--- src/rtl/core/fdq_pkg.sv ---
// shared types and constants for the float to dosage quantizer
// no dependencies
`timescale 1ns / 1ps

package fdq_pkg;

    localparam int GROUP_SIZE       = 32;
    localparam int POS_W            = $clog2(GROUP_SIZE);
    localparam int THR_W            = 14;
    localparam int DOSAGE_W         = 16;
    localparam int COUNT_W          = 21;
    localparam int MAX_SAMPLES_DEF  = 1048576;

    localparam logic [1:0]  GENO_NOCALL  = 2'd3;
    localparam logic [13:0] HALF_MID     = 14'd8192;

    // one classified sample travelling from front to back
    typedef struct packed {
        logic [1:0]          geno;
        logic                present;
        logic [DOSAGE_W-1:0] dosage;
        logic                last;
    } fdq_entry_t;

endpackage

--- src/rtl/core/float_to_dosage_quantizer.sv ---
// top level of the float to dosage quantizer
// depends on fdq_pkg, fdq_front, fdq_queue, fdq_back
`timescale 1ns / 1ps

// usage
// - input channel s_*: one single precision dosage per transfer, with
//   s_last_sample marking the final sample of a variant
// - result channel m_*: exactly one result per input transfer, in order;
//   packed words ride along when a group of 32 fills or at the last sample
// - hard_call_wr writes the hard call threshold; write it only
//   while no transfer is in flight
// - a sample is classified and queued at the transfer edge, and packed into
//   the output register, which raises m_valid, once that register is empty
//   or being taken by the receiver
// - throughput: one transfer per cycle while s_ready is high; the classify
//   path and the packing path are decoupled by the two entry queue
// - when the receiver stalls the output register holds, the queue fills,
//   and s_ready drops once both queue entries are taken
// - reset clears the threshold, the packs, group position and dosage count

module float_to_dosage_quantizer #(
    parameter int MAX_SAMPLES = fdq_pkg::MAX_SAMPLES_DEF
) (
    input  logic                             aclk,
    input  logic                             aresetn,
    input  logic                             hard_call_wr,
    input  logic [fdq_pkg::THR_W-1:0]        hard_call_wdata,
    input  logic                             s_valid,
    output logic                             s_ready,
    input  logic [31:0]                      s_value_bits,
    input  logic                             s_last_sample,
    output logic                             m_valid,
    input  logic                             m_ready,
    output logic [1:0]                       m_geno_code,
    output logic                             m_dosage_flag,
    output logic [fdq_pkg::DOSAGE_W-1:0]     m_dosage_value,
    output logic                             m_word_valid,
    output logic [2*fdq_pkg::GROUP_SIZE-1:0] m_packed_genotypes,
    output logic [fdq_pkg::GROUP_SIZE-1:0]   m_packed_present,
    output logic [fdq_pkg::COUNT_W-1:0]      m_dosage_total,
    output logic                             m_last_out
);
    import fdq_pkg::*;

    logic [THR_W-1:0] thr_reg;
    logic             q_push;
    logic             q_pop;
    logic             q_full;
    logic             q_not_empty;
    fdq_entry_t       q_wdata;
    fdq_entry_t       q_rdata;

    // threshold register
    always_ff @(posedge aclk) begin
        if (!aresetn) begin
            thr_reg <= '0;
        end else if (hard_call_wr) begin
            thr_reg <= hard_call_wdata;
        end
    end

    // decode and classify each incoming transfer
    fdq_front u_front (
        .s_valid       (s_valid),
        .s_ready       (s_ready),
        .s_value_bits  (s_value_bits),
        .s_last_sample (s_last_sample),
        .thr           (thr_reg),
        .q_full        (q_full),
        .q_push        (q_push),
        .q_data        (q_wdata)
    );

    // decoupling queue
    fdq_queue u_queue (
        .aclk      (aclk),
        .aresetn   (aresetn),
        .push      (q_push),
        .wdata     (q_wdata),
        .pop       (q_pop),
        .rdata     (q_rdata),
        .not_empty (q_not_empty),
        .full      (q_full)
    );

    // packing, counting and output register
    fdq_back #(
        .MAX_SAMPLES (MAX_SAMPLES)
    ) u_back (
        .aclk               (aclk),
        .aresetn            (aresetn),
        .q_not_empty        (q_not_empty),
        .q_data             (q_rdata),
        .q_pop              (q_pop),
        .m_valid            (m_valid),
        .m_ready            (m_ready),
        .m_geno_code        (m_geno_code),
        .m_dosage_flag      (m_dosage_flag),
        .m_dosage_value     (m_dosage_value),
        .m_word_valid       (m_word_valid),
        .m_packed_genotypes (m_packed_genotypes),
        .m_packed_present   (m_packed_present),
        .m_dosage_total     (m_dosage_total),
        .m_last_out         (m_last_out)
    );

endmodule

--- src/rtl/core/fdq_front.sv ---
// front part: takes input transfers and classifies each float dosage
// depends on fdq_pkg
`timescale 1ns / 1ps

module fdq_front (
    input  logic                        s_valid,
    output logic                        s_ready,
    input  logic [31:0]                 s_value_bits,
    input  logic                        s_last_sample,
    input  logic [fdq_pkg::THR_W-1:0]   thr,
    input  logic                        q_full,
    output logic                        q_push,
    output fdq_pkg::fdq_entry_t         q_data
);
    import fdq_pkg::*;

    logic        sgn;
    logic [7:0]  ex;
    logic [22:0] man;
    logic [23:0] sig24;
    logic [7:0]  eeff;
    logic [41:0] ext;
    logic [41:0] y_fix;
    logic [41:0] s_fix;
    logic [16:0] ipart;
    logic [24:0] frac;
    logic [16:0] smear;
    logic        rup;
    logic [17:0] dfull;
    logic        big;
    logic        pos_ok;
    logic        neg_zero;
    logic [15:0] d;
    logic [13:0] rem;
    logic [13:0] half;
    logic [15:0] dsum;

    assign s_ready = !q_full;
    assign q_push  = s_valid && !q_full;

    always_comb begin
        sgn   = s_value_bits[31];
        ex    = s_value_bits[30:23];
        man   = s_value_bits[22:0];
        sig24 = {(ex != 8'd0), man};
        eeff  = (ex == 8'd0) ? 8'd1 : ex;
        ext   = {18'd0, sig24};
        // y = x * 16384 as fixed point with 25 fraction bits
        if (eeff >= 8'd111) begin
            y_fix = ext << 5'(eeff - 8'd111);
        end else begin
            y_fix = ext >> 7'(8'd111 - eeff);
        end
        big   = (eeff > 8'd129);
        s_fix = y_fix + 42'(1 << 24);
        ipart = s_fix[41:25];
        frac  = s_fix[24:0];
        smear = ipart;
        for (int i = 0; i < 5; i++) begin
            smear = smear | (smear >> (1 << i));
        end
        // single precision rounding of y + 0.5 carries into the next integer
        rup      = &(frac | {8'd0, smear});
        dfull    = {1'b0, ipart} + 18'(rup);
        pos_ok   = !sgn && !big && (dfull <= 18'd32768);
        neg_zero = sgn && ((ex < 8'd112) || ((ex == 8'd112) && (man == 23'd0)));
        d        = neg_zero ? 16'd0 : dfull[15:0];
        rem      = d[13:0];
        half     = rem[13] ? {1'b0, rem[12:0]} : (HALF_MID - rem);
        dsum     = d + 16'd8192;

        q_data.last    = s_last_sample;
        q_data.geno    = GENO_NOCALL;
        q_data.present = 1'b0;
        q_data.dosage  = '0;
        if (pos_ok || neg_zero) begin
            if (half >= thr) begin
                q_data.geno = dsum[15:14];
            end
            if (half != HALF_MID) begin
                q_data.present = 1'b1;
                q_data.dosage  = d;
            end
        end
    end

endmodule

--- src/rtl/core/fdq_queue.sv ---
// two entry queue between the front and the back
// depends on fdq_pkg
`timescale 1ns / 1ps

module fdq_queue (
    input  logic                aclk,
    input  logic                aresetn,
    input  logic                push,
    input  fdq_pkg::fdq_entry_t wdata,
    input  logic                pop,
    output fdq_pkg::fdq_entry_t rdata,
    output logic                not_empty,
    output logic                full
);
    import fdq_pkg::*;

    fdq_entry_t mem_reg [2];
    logic       wr_ptr_reg;
    logic       rd_ptr_reg;
    logic [1:0] count_reg;

    assign rdata     = mem_reg[rd_ptr_reg];
    assign not_empty = (count_reg != 2'd0);
    assign full      = (count_reg == 2'd2);

    always_ff @(posedge aclk) begin
        if (push) begin
            mem_reg[wr_ptr_reg] <= wdata;
        end
    end

    always_ff @(posedge aclk) begin
        if (!aresetn) begin
            wr_ptr_reg <= 1'b0;
            rd_ptr_reg <= 1'b0;
            count_reg  <= 2'd0;
        end else begin
            if (push) begin
                wr_ptr_reg <= !wr_ptr_reg;
            end
            if (pop) begin
                rd_ptr_reg <= !rd_ptr_reg;
            end
            count_reg <= count_reg + 2'(push) - 2'(pop);
        end
    end

endmodule

--- src/rtl/core/fdq_back.sv ---
// back part: packs genotypes and present bits, counts dosages, holds the output register
// depends on fdq_pkg
`timescale 1ns / 1ps

module fdq_back #(
    parameter int MAX_SAMPLES = fdq_pkg::MAX_SAMPLES_DEF
) (
    input  logic                          aclk,
    input  logic                          aresetn,
    input  logic                          q_not_empty,
    input  fdq_pkg::fdq_entry_t           q_data,
    output logic                          q_pop,
    output logic                          m_valid,
    input  logic                          m_ready,
    output logic [1:0]                    m_geno_code,
    output logic                          m_dosage_flag,
    output logic [fdq_pkg::DOSAGE_W-1:0]  m_dosage_value,
    output logic                          m_word_valid,
    output logic [2*fdq_pkg::GROUP_SIZE-1:0] m_packed_genotypes,
    output logic [fdq_pkg::GROUP_SIZE-1:0]   m_packed_present,
    output logic [fdq_pkg::COUNT_W-1:0]   m_dosage_total,
    output logic                          m_last_out
);
    import fdq_pkg::*;

    localparam longint CAP_FULL = (longint'(MAX_SAMPLES) < ((64'd1 << COUNT_W) - 1)) ?
                                  longint'(MAX_SAMPLES) : ((64'd1 << COUNT_W) - 1);
    localparam logic [COUNT_W-1:0] CAP = COUNT_W'(CAP_FULL);

    logic [2*GROUP_SIZE-1:0] geno_pack_reg,  geno_pack_next;
    logic [GROUP_SIZE-1:0]   pres_pack_reg,  pres_pack_next;
    logic [POS_W-1:0]        pos_reg;
    logic [COUNT_W-1:0]      count_reg,      count_next;
    logic                    valid_reg;
    logic                    emit;

    assign q_pop   = q_not_empty && (!valid_reg || m_ready);
    assign m_valid = valid_reg;

    always_comb begin
        geno_pack_next = geno_pack_reg | ((2*GROUP_SIZE)'(q_data.geno) << {pos_reg, 1'b0});
        pres_pack_next = pres_pack_reg | (GROUP_SIZE'(q_data.present) << pos_reg);
        count_next     = count_reg;
        if (q_data.present && (count_reg < CAP)) begin
            count_next = count_reg + COUNT_W'(1);
        end
        emit = q_data.last || (pos_reg == POS_W'(GROUP_SIZE - 1));
    end

    always_ff @(posedge aclk) begin
        if (!aresetn) begin
            valid_reg     <= 1'b0;
            geno_pack_reg <= '0;
            pres_pack_reg <= '0;
            pos_reg       <= '0;
            count_reg     <= '0;
        end else begin
            if (q_pop) begin
                valid_reg <= 1'b1;
            end else if (m_ready) begin
                valid_reg <= 1'b0;
            end
            if (q_pop) begin
                if (emit) begin
                    geno_pack_reg <= '0;
                    pres_pack_reg <= '0;
                    pos_reg       <= '0;
                end else begin
                    geno_pack_reg <= geno_pack_next;
                    pres_pack_reg <= pres_pack_next;
                    pos_reg       <= pos_reg + POS_W'(1);
                end
                count_reg <= q_data.last ? '0 : count_next;
            end
        end
    end

    always_ff @(posedge aclk) begin
        if (q_pop) begin
            m_geno_code        <= q_data.geno;
            m_dosage_flag      <= q_data.present;
            m_dosage_value     <= q_data.dosage;
            m_word_valid       <= emit;
            m_packed_genotypes <= emit ? geno_pack_next : '0;
            m_packed_present   <= emit ? pres_pack_next : '0;
            m_dosage_total     <= count_next;
            m_last_out         <= q_data.last;
        end
    end

endmodule

--- config.mk ---
export PLATFORM = sky130hd
export DESIGN_NAME = float_to_dosage_quantizer
export DESIGN_NICKNAME = d
export VERILOG_FILES = /design/src/rtl/core/fdq_pkg.sv /design/src/rtl/core/float_to_dosage_quantizer.sv /design/src/rtl/core/fdq_front.sv /design/src/rtl/core/fdq_queue.sv /design/src/rtl/core/fdq_back.sv
export SDC_FILE = /design/constraint.sdc
export NUM_CORES = 1
export LEC_CHECK = 0
export ABC_AREA = 1
export BUFFER_PORTS_ARGS = -buffer_cell sky130_fd_sc_hd__buf_4
export CAP_MARGIN = 20
export CORE_MARGIN = 5
export CORE_UTILIZATION = 40
export DETAILED_ROUTE_END_ITERATION = 16
export HOLD_SLACK_MARGIN = 0.03
export PLACE_DENSITY = 0.57
export SLEW_MARGIN = 20
export SYNTH_ARGS = -nofsm -noshare
export SYNTH_HDL_FRONTEND = slang
export SYNTH_SLANG_ARGS = --single-unit
--- constraint.sdc ---
create_clock -name aclk -period 7.7 [get_ports aclk]
set_input_delay 0.385 -clock aclk [delete_from_list [all_inputs] [get_ports aclk]]
set_output_delay 0.385 -clock aclk [all_outputs]
set_load 0.1 [all_outputs]
# [Word level (Yosys, flattened, before mapping)]
# Memory sizes are Yosys's and may differ from the RTL's. A register that Yosys moved wholly into a read port is not among the register bits.
# Index checks and enable logic that the tools add are counted.
# W data, S select, Z words.
[op_classes] addsub=10 order_cmp=6 eq_ne=4 shift=4 n_mux=18 n_bitwise=8 n_reduce_logical=23
[ops] cell="$mux W64" n=1
[ops] cell="$or A64 B64 Y64" n=1
[ops] cell="$shl A2 B6 Y64" n=1
[ops] cell="$add A42 B25 Y42 const B" n=1
[ops] cell="$mux W21" n=2
[ops] cell="$mux W42" n=1
[ops] cell="$shl A24 B5 Y42" n=1
[ops] cell="$shr A24 B7 Y42" n=1
[ops] cell="$mux W32" n=1
[ops] cell="$or A32 B32 Y32" n=1
[ops] cell="$shl A1 B5 Y32" n=1
[ops] cell="$or A25 B17 Y25" n=1
[ops] cell="$reduce_and A25 Y1" n=1
[ops] cell="$logic_not A23 Y1" n=1
[ops] cell="$add A21 B1 Y21 const B" n=1
[ops] cell="$lt A21 B21 Y1 const B" n=1
[ops] cell="$mux W19" n=1
[ops] cell="$add A17 B1 Y18" n=1
[ops] cell="$le A18 B16 Y1 const B" n=1
[ops] cell="$mux W17" n=1
[ops] cell="$or A17 B1 Y17" n=1
[ops] cell="$or A17 B13 Y17" n=1
[ops] cell="$or A17 B15 Y17" n=1
[ops] cell="$or A17 B16 Y17" n=1
[ops] cell="other kinds (28)" n=48
[word_totals] register_bits=279 ramBits=40 input_bits=52 output_inout_bits=140 elab_cells=91 n_memories=1
[mem_list] memory="u_queue.mem_reg" depth=2 width=20 read_ports=1 rd_clocked_by_memory_dff=1 write_ports=1 line_no="fdq_queue.sv:17" source="fdq_entry_t mem_reg [2];"

# [Logic depth before layout (Yosys ltp)]
[depth] word_depth=20 ltp_mapped=68 depth_no_buf=64

# [Modules after synthesis]
# From an unflattened synthesis, not the netlist that was laid out.
[unflattened] cells_unflattened=2364 area_unflattened_um2=18383.9
[by_module_without_submodules] mod="fdq_back" instances=1 cells_per_inst=1097 area_each_um2=10560.1 seq_area_each_um2=6606.3
[by_module_without_submodules] mod="fdq_front" instances=1 cells_per_inst=1084 area_each_um2=5490.3 seq_area_each_um2=0.0
[by_module_without_submodules] mod="fdq_queue" instances=1 cells_per_inst=95 area_each_um2=1749.2 seq_area_each_um2=1301.2
[by_module_without_submodules] mod="float_to_dosage_quantizer" instances=1 cells_per_inst=88 area_each_um2=584.3 seq_area_each_um2=280.3

# [Worst setup path before layout]
# No wires, ideal clock.
[synth_timing] path_type="input -> register" from="input s_value_bits[27]" to="memory u_queue.mem_reg[0][19] in the netlist's numbering, data pin" setup_ns=0.140 arrival_ns=6.959 t_required_ns=7.560 slack_ns=0.601 path_stages=68 path_buffers=4 path_cell_list="inv_1 -> ha_1 -> nand2_1 -> o21ai_2 -> buf_6 -> buf_6 -> inv_1 -> ha_1 -> clkbuf_1 -> inv_1 -> buf_1 -> nand3_1 -> nand2_1 -> nand2_1 -> nand3_1 -> nand3_2 -> nand2_4 -> ha_1 -> (+32 left out) -> nand2_4 -> inv_1 -> nor2_1 -> xor2_1 -> inv_1 -> ha_1 -> nand2_1 -> inv_1 -> o21ai_0 -> o211a_1 -> nor2_1 -> a211oi_1 -> o21ai_0 -> nand3_1 -> a21oi_1 -> a2111oi_0 -> nor2_1 -> nand3_1"
[synth_rtl] item="start, declared" line_no="float_to_dosage_quantizer.sv:30" source="input logic [31:0] s_value_bits,"
[synth_rtl] item="end, declared" line_no="fdq_queue.sv:17"

==> impl_metrics.ini <==
[timing]
hold_viol_final = 0
maxSlewViolCount = 0
period_needed_ps = 7130
rsz0062_at_grt = no
clock.fmax_mhz = 140
holdWs_ps = 65.4
tns_ps = 0
max-slew-margin-rel = 0.297
tightestPinTransition_ps = 1050
skew_ps = 23.0
fin_crit_sh = 0.926
finalSetupViolations = 0

[logic_synthesis]
yosys.area.top_type = edfxtp_1
synthCells = 2185
yosys.cell_types.count = 61
synth.most_common_cell = nand2_1
ys_seq_elements = 320
ys_seq_area_frac = 0.473
synth_nets = 2268
synthFlopType = edfxtp_1
synthArstFlopShare = 0
yosys_warnings = 0
syn_area_per_cell_um2 = 7.92
synth_top_area_share = 0.309
synth_area_leaders = edfxtp_1 (31%), dfxtp_1 (16%), nand2_1 (9.2%)
synth_area_um2 = 17300
yosys-top-cells-count = nand2_1 (426), nor2_1 (328), nand3_1 (228), inv_1 (186), edfxtp_1 (178)
synth-edff-count = 178

[clock_network]
post_cts.repair.setup_buffers = 0
clock_path_buffers = 3
cts_max_level = 2
cts_made_buffers = 36
insertion_delay_ps = 550
cts_tree = built
clk_pin_slew_ps = 60
cts.sinks = 320
cts_root_buffer = clkbuf_16

[setup_path]
critPathLaunchType = input port
required_ps = 7980
crit_path_end_kind = flip-flop
critical_path_class = input port to flip-flop
slowest_delay_ps = 690
crit_arrival_ps = 7400
cpLargestDelayFamily = compound AO/OA/AOI/OAI gates
critPathMostFrequentCell = nand2_1
setup.worst_path.start = s_value_bits[27]
crit_buf_inv = 12
slowest_stage = a2111oi_0
cp_max_fo = 23

[place]
post-dp-hpwl_um = 38500
dp.cells = 2905
gp_congestion = 0.965
portBuffers = 191

[global_route]
track_usage = 0.215
antenna_found_initial = 1
grt_pass1_vias = 15100
grt_max_degree = 232
grt_pass1_wl_um = 82000
grt_remaining_overflow = 0

[final_layout]
drive_gt1_frac = 0.165
num-nets-final = 2443
fillerInstances = 4245
syn_to_final_growth_pct = 19.3
stdcell_count = 2973

[routing]
drt_drc_violations_left = 0
vias = 15600
postRouteAntennaNets = 0
drtPass1Iterations = 6
wire_per_inst_um = 17.6
finalWirelength_um = 52300
vias_per_cell = 5.26
drt_iter0_drc = 1425

[die]
die_w_um = 218
die-area_um2 = 47500
core_area_um2 = 43000
initial_core_util = 0.403
std_cell_rows = 76
chipHeight_um = 218
io_pins = 192

[hold_path]
hp-start = hard_call_wdata[0]
hp-class = input port to flip-flop

[power_and_ir_drop]
peakVddDrop_v = 0.000347
p_leak_nw = 8.73
p_per_area_nw_per_um2 = 397

[status]
status = completed

[run]
maxCapViolations = 0
metal layers:
| layer | part of all wire | GRT usage |
|---|---|---|
| met3 | 0.070 | 0.0446 |
| met2 | 0.45 | 0.341 |
| met1 | 0.45 | 0.295 |
| met5 | 0.00025 | 0 |
| met4 | 0.029 | 0.0678 |
per-stage QoR:
stage / total power [W] / utilization / area [µm²] / setup slack [ps]
floorplan: 0.00566 / - / 17300 / 601
global placement: 0.00654 / 0.452 / 19400 / 162
detailed placement: 0.00656 / 0.452 / 19400 / 125
CTS: 0.00826 / 0.479 / 20600 / 660
global route: 0.00857 / 0.481 / 20700 / 14.6
finish: 0.00820 / 0.481 / 20700 / 574
worst paths after layout:
kind | end | slack [ps] | cells past startpoint
hold / removal | thr_reg[0] | 70 | 3
setup reg to reg | u_back.count_reg[19] | 3090 | 14
hold reg to reg | u_back.geno_pack_reg[42] | 450 | 2
setup / recovery | u_queue.mem_reg[0][19] | 570 | 50
power by group:
part / switching, W / internal, W / leakage (nW)
clock network: 0.000679 / 0.00101 / 0.572
logic: 0.00334 / 0.000731 / 5.25
registers: 0.000155 / 0.00228 / 2.91
what timing repair did:
action                                  4_1_cts  5_1_grt
endpoints found under the setup margin        0        2
hold buffers                                  0        0
gates resized for setup                       0        5
cell families (layout without fill, tap and decap cells):
family,count (synthesis),after routing,synth area share
AND/OR/NAND/NOR,1205,1205,0.317
adder cells (fa/ha/maj),31,31,0.0224
flip-flops,320,320,0.473
XOR/XNOR,32,32,0.0186
AO/OA/AOI/OAI,286,286,0.0951
multiplexers,2,2,0.00123
buffers and inverters,309,511,0.0729
other,0,1,0
area by class of cell:
cell class              count  area [µm²]  area share
clock inverters            14         179     0.00866
clock buffers              51         997      0.0483
flip-flops and latches    320        8190       0.396
repair buffers            241        1860      0.0901
inverters                 205         779      0.0377
well taps                 585         732      0.0354
diodes                      1        2.50    0.000121
multi-input cells        1556        7920       0.383
cell usage in the layout (no fill, tap or decap), drive strengths merged, types with 2 or more instances in the layout:
| cell type | n |
|---|---|
| bufinv | 3 |
| and2 | 2 |
| clkinv | 12 |
| xor2 | 25 |
| a221oi | 2 |
| a22oi | 5 |
| xnor2 | 7 |
| o21bai | 3 |
| nor3 | 108 |
| a21oi | 114 |
| ha | 31 |
| o21ai | 78 |
| nand3b | 3 |
| a211oi | 11 |
| o41ai | 2 |
| nor4 | 6 |
| buf | 241 |
| a2111oi | 2 |
| inv | 203 |
| o211ai | 7 |
| o21a | 7 |
| nand4 | 40 |
| edfxtp | 178 |
| dfxtp | 142 |
| a31oi | 43 |
| clkbuf | 51 |
| nor2 | 351 |
| o311ai | 2 |
| or2 | 5 |
| nand2 | 453 |
| o22ai | 4 |
| nand3 | 236 |
worst register-to-register path, stage by stage (launching register included):
cell,delay (ps)
dfxtp_1,560
inv_1,650
or2_2,220
o21ai_0,330
nor2_1,490
nand4_1,220
nor3_1,290
nand3_1,190
nor4_1,600
nand4_1,280
nor2_1,190
nand2_1,80
xnor2_1,220
nand2_1,80
a21oi_1,120
No activity file was read; power rests on OpenSTA's default activity.
